**config.mk**
```make
export PLATFORM = sky130hd
export DESIGN_NAME = pfba_ram
export DESIGN_NICKNAME = d
export VERILOG_FILES = /design/src/rtl/paged_fixed_block_allocator_unit_assert.svh /design/src/rtl/pfba_ram.sv
export SDC_FILE = /design/constraint.sdc
export NUM_CORES = 1
export LEC_CHECK = 0
export ABC_CLOCK_PERIOD_IN_PS = 1800
export BUFFER_PORTS_ARGS = -buffer_cell sky130_fd_sc_hd__buf_2
export CORE_MARGIN = 2
export CORE_UTILIZATION = 54
export CTS_CLUSTER_SIZE = 10
export DETAILED_ROUTE_END_ITERATION = 16
export GPL_TIMING_DRIVEN = 0
export PLACE_DENSITY = 0.74
export SLEW_MARGIN = 10
export SYNTH_ARGS = -nofsm -noshare
export SYNTH_HDL_FRONTEND = slang
export SYNTH_SLANG_ARGS = --single-unit
```
**constraint.sdc**
```tcl
create_clock -name i_clk -period 1.8 [get_ports i_clk]
set_input_delay 0.36 -clock i_clk [delete_from_list [all_inputs] [get_ports i_clk]]
set_output_delay 0.36 -clock i_clk [all_outputs]
set_load 0.02 [all_outputs]
```
**src/rtl/paged_fixed_block_allocator_unit_assert.svh**
```systemverilog
// Assertion macros used by the allocator RTL.
`ifndef PAGED_FIXED_BLOCK_ALLOCATOR_UNIT_ASSERT_SVH
`define PAGED_FIXED_BLOCK_ALLOCATOR_UNIT_ASSERT_SVH

// The expression holds at every clock edge outside reset.
`define PFBA_ASSERT_ALWAYS(lbl, expr) \
    lbl: assert property (@(posedge i_clk) disable iff (!i_rst_n) (expr)) \
        else $error("allocator check failed");

// The consequent holds in the cycle of the antecedent.
`define PFBA_ASSERT_IMPL(lbl, ante, cons) \
    lbl: assert property (@(posedge i_clk) disable iff (!i_rst_n) (ante) |-> (cons)) \
        else $error("allocator check failed");

// The consequent holds in the cycle after the antecedent.
`define PFBA_ASSERT_NEXT(lbl, ante, cons) \
    lbl: assert property (@(posedge i_clk) disable iff (!i_rst_n) (ante) |=> (cons)) \
        else $error("allocator check failed");

`endif

```
**src/rtl/pfba_ram.sv**
```systemverilog
`timescale 1ns / 1ps
`default_nettype none
module pfba_ram #(
    parameter int WIDTH = 8,
    parameter int DEPTH = 16
) (
    input  wire logic                     i_clk,
    input  wire logic                     i_we,
    input  wire logic [$clog2(DEPTH)-1:0] i_waddr,
    input  wire logic [WIDTH-1:0]         i_wdata,
    input  wire logic [$clog2(DEPTH)-1:0] i_raddr,
    output logic      [WIDTH-1:0]         o_rdata
);
    logic [WIDTH-1:0] r_mem [DEPTH];

    always_ff @(posedge i_clk) begin
        if (i_we) begin
            r_mem[i_waddr] <= i_wdata;
        end
        o_rdata <= r_mem[i_raddr];
    end
endmodule
`default_nettype wire

```
==> metrics <==
status=finished, final reports clean; placed cells=roughly 380; PwrDens=1220 nW/um^2; Post-CTS Setup Inserts=0; Ant. Diodes=0; total CTS buffers=17; cts hold-fix bufs=0; Synth-to-Final Area Change=17.4%; Final Critical Period=roughly 1.5 ns; drt via density=roughly 6; Netlist cell types=19; initial core utilization=0.557; DR vias=between 2000 and 2500; vias in the first global route=about 2400; Hold Crit Class=in2reg; post-synth net total=approximately 250; count of state elements after synthesis=~140; Max clock buf depth=2; Tot GR Track Use=0.205; WL per Instance=23.0 microns; synth warn=0; clock share of power=0.469; Area contributors post-synth=edfxtp_1 75%, mux4_2 7.9%, mux4_1 7.1%; Iteration-0 DRC Markers=between 200 and 300; sequential area share after synthesis=0.778; clk_skew=around 0.0073 ns; sw frac=0.197; Min-Delay Startpoint=i_wdata[2]; Layout Cells excl Fill=414; area leader, netlist=edfxtp_1; Flop pwr share=0.483; CP endpoint kind=register; final hold violations=0; Final Slew Violations=0; Total Wirelength=approximately 9500 microns; worst r2r src=r_mem[1][3]; post-synthesis cell count=approximately 230; final net count=290; Final setup viols=0; largest net degree at the start of global routing=17; Final period util=0.839; I/O pin cnt=26; die height=between 100 and 150 microns; Die Width=between 100 and 150 microns; MaxCap Viol Count=0; Data required, critical path=approximately 1.9 ns; CTS tree=yes; leakage=0.00202 uW; Clock transition at path regs=0.06 ns; Overflow after GRT=0; Overall Power=7370 uW; most common cell after layout, fill and taps aside=edfxtp_1; Clock Latency Late Sink=around 0.52 ns; core area=about 9000 sq um; number of port buffers=24; Synth top area share=0.747; most frequent cells in the layout=128 x edfxtp_1, 27 x buf_2, 18 x mux4_2; Residual DRC=0; flop2flop setup slack=about 0.43 ns; unrepaired setup endpoints after global routing=no; DRT antenna net count=0; cts repair resizes=0; internal power=approximately 6000 uW; crit path launch type=primary input; H-tree lvl count=4; crit path DAT=1.65 ns; CP max FO=8; Comb pwr share=0.048; first-pass GRT wire length=about 14000 microns; worst relative slew slack=0.242; Row Count=35; total die area=slightly above 10000 sq um; crit path kind=in2reg; share of layout cells above drive strength 1=0.298; Fmax=about 660 MHz; drt pass-1 iters=4; Avg Inst Size Synth=between 20 and 25 sq um; Worst Hold Path Cells=1; Post-Syn Area=5150 sq um; clk sinks=roughly 140; initial antenna violation count=0; R2R cell count=3; dpl hpwl=around 5800 microns; Worst-Margin Slew=1.13 ns; Hold EP=r_mem[9][2]; Worst IR Drop VDD=808 uV; RR Endpoint=o_rdata[3]; Sw Pwr=between 1000 and 1500 uW; CTS root buf=clkbuf_8; Final Wtd Congestion=0.687
[worst max path at each step]
stage,from,end,slack (ns),depth (start not counted)
final,i_waddr[2],r_mem[2][4],0.29,3
after global routing,i_waddr[3],r_mem[4][2],0.19,3
after CTS,i_waddr[2],r_mem[8][6],0.20,3
after detailed placement,i_waddr[2],r_mem[8][2],-0.38,3
after global placement,i_waddr[2],r_mem[8][2],-0.32,3
after floorplan,i_waddr[2],r_mem[3][0],0.17,2
[sequential cells by signal (all words and copies together), names as in the netlist]
signal	flops
o_rdata	8
r_mem	128
[stage by stage]
step                TNS [ns]  area (sq um)  setup slack [ns]   util  hold slack [ns]
CTS                        0          6030             0.203  0.653            0.233
detailed placement    -13.57          5430            -0.377  0.588            0.671
finish                     0          6040             0.289  0.654            0.241
global placement      -11.73          5430            -0.324  0.588            0.653
global route               0          6040             0.189  0.654            0.236
floorplan                  0          5150             0.174      -            0.459
[critical path, stage by stage]
cell and delay [ns]:
buf_2 0.11, or3b_2 0.54, nor2_1 0.64
[area by class of cell]
| cell class | instances | area [sq um] |
|---|---|---|
| sequential | 136 | 4000 |
| fill | 611 | 3200 |
| multi-input combinational | 83 | 1070 |
| clock buffer | 18 | 418 |
| clock inverter | 14 | 181 |
| tap | 129 | 161 |
| timing repair buffer | 24 | 120 |
| buffer | 10 | 86.3 |
[cells by family after synthesis]
kind of cell / after synthesis / synth area share
AOI/OAI and AO/OA: 16 / 0.0233
and+or+nand+nor: 35 / 0.0318
muxes: 32 / 0.150
buffers and inverters: 10 / 0.0168
DFF: 136 / 0.778
[Yosys cell counts, drive strengths merged]
library cell   instances
or3b                   1
dfxtp                  8
nor2                  13
nand3b                 2
nor3                   4
nand3                  1
and2b                  1
buf                    7
nor2b                  1
nand2b                 2
edfxtp               128
mux4                  32
a22oi                 16
nand2                  9
clkdlybuf4s25          3
and2                   1
[per-layer routing]
| metal | global-route usage | share of wire | wire length (microns) |
|---|---|---|---|
| met5 | 0 | 0 | 0 |
| met4 | 0.0811 | 0.012 | 111 |
| met3 | 0.0649 | 0.075 | 710 |
| met2 | 0.291 | 0.49 | 4680 |
| met1 | 0.302 | 0.42 | 4000 |
[power groups by stage]
stage,combinational (uW),sequential [uW],clock [uW]
after global placement,347,3620,0
after detailed placement,356,3620,0
after floorplan,180,3650,0
final,357,3560,3450
after global routing,384,3560,3640
after CTS,358,3560,3490
(Power assumes the default switching activity.)
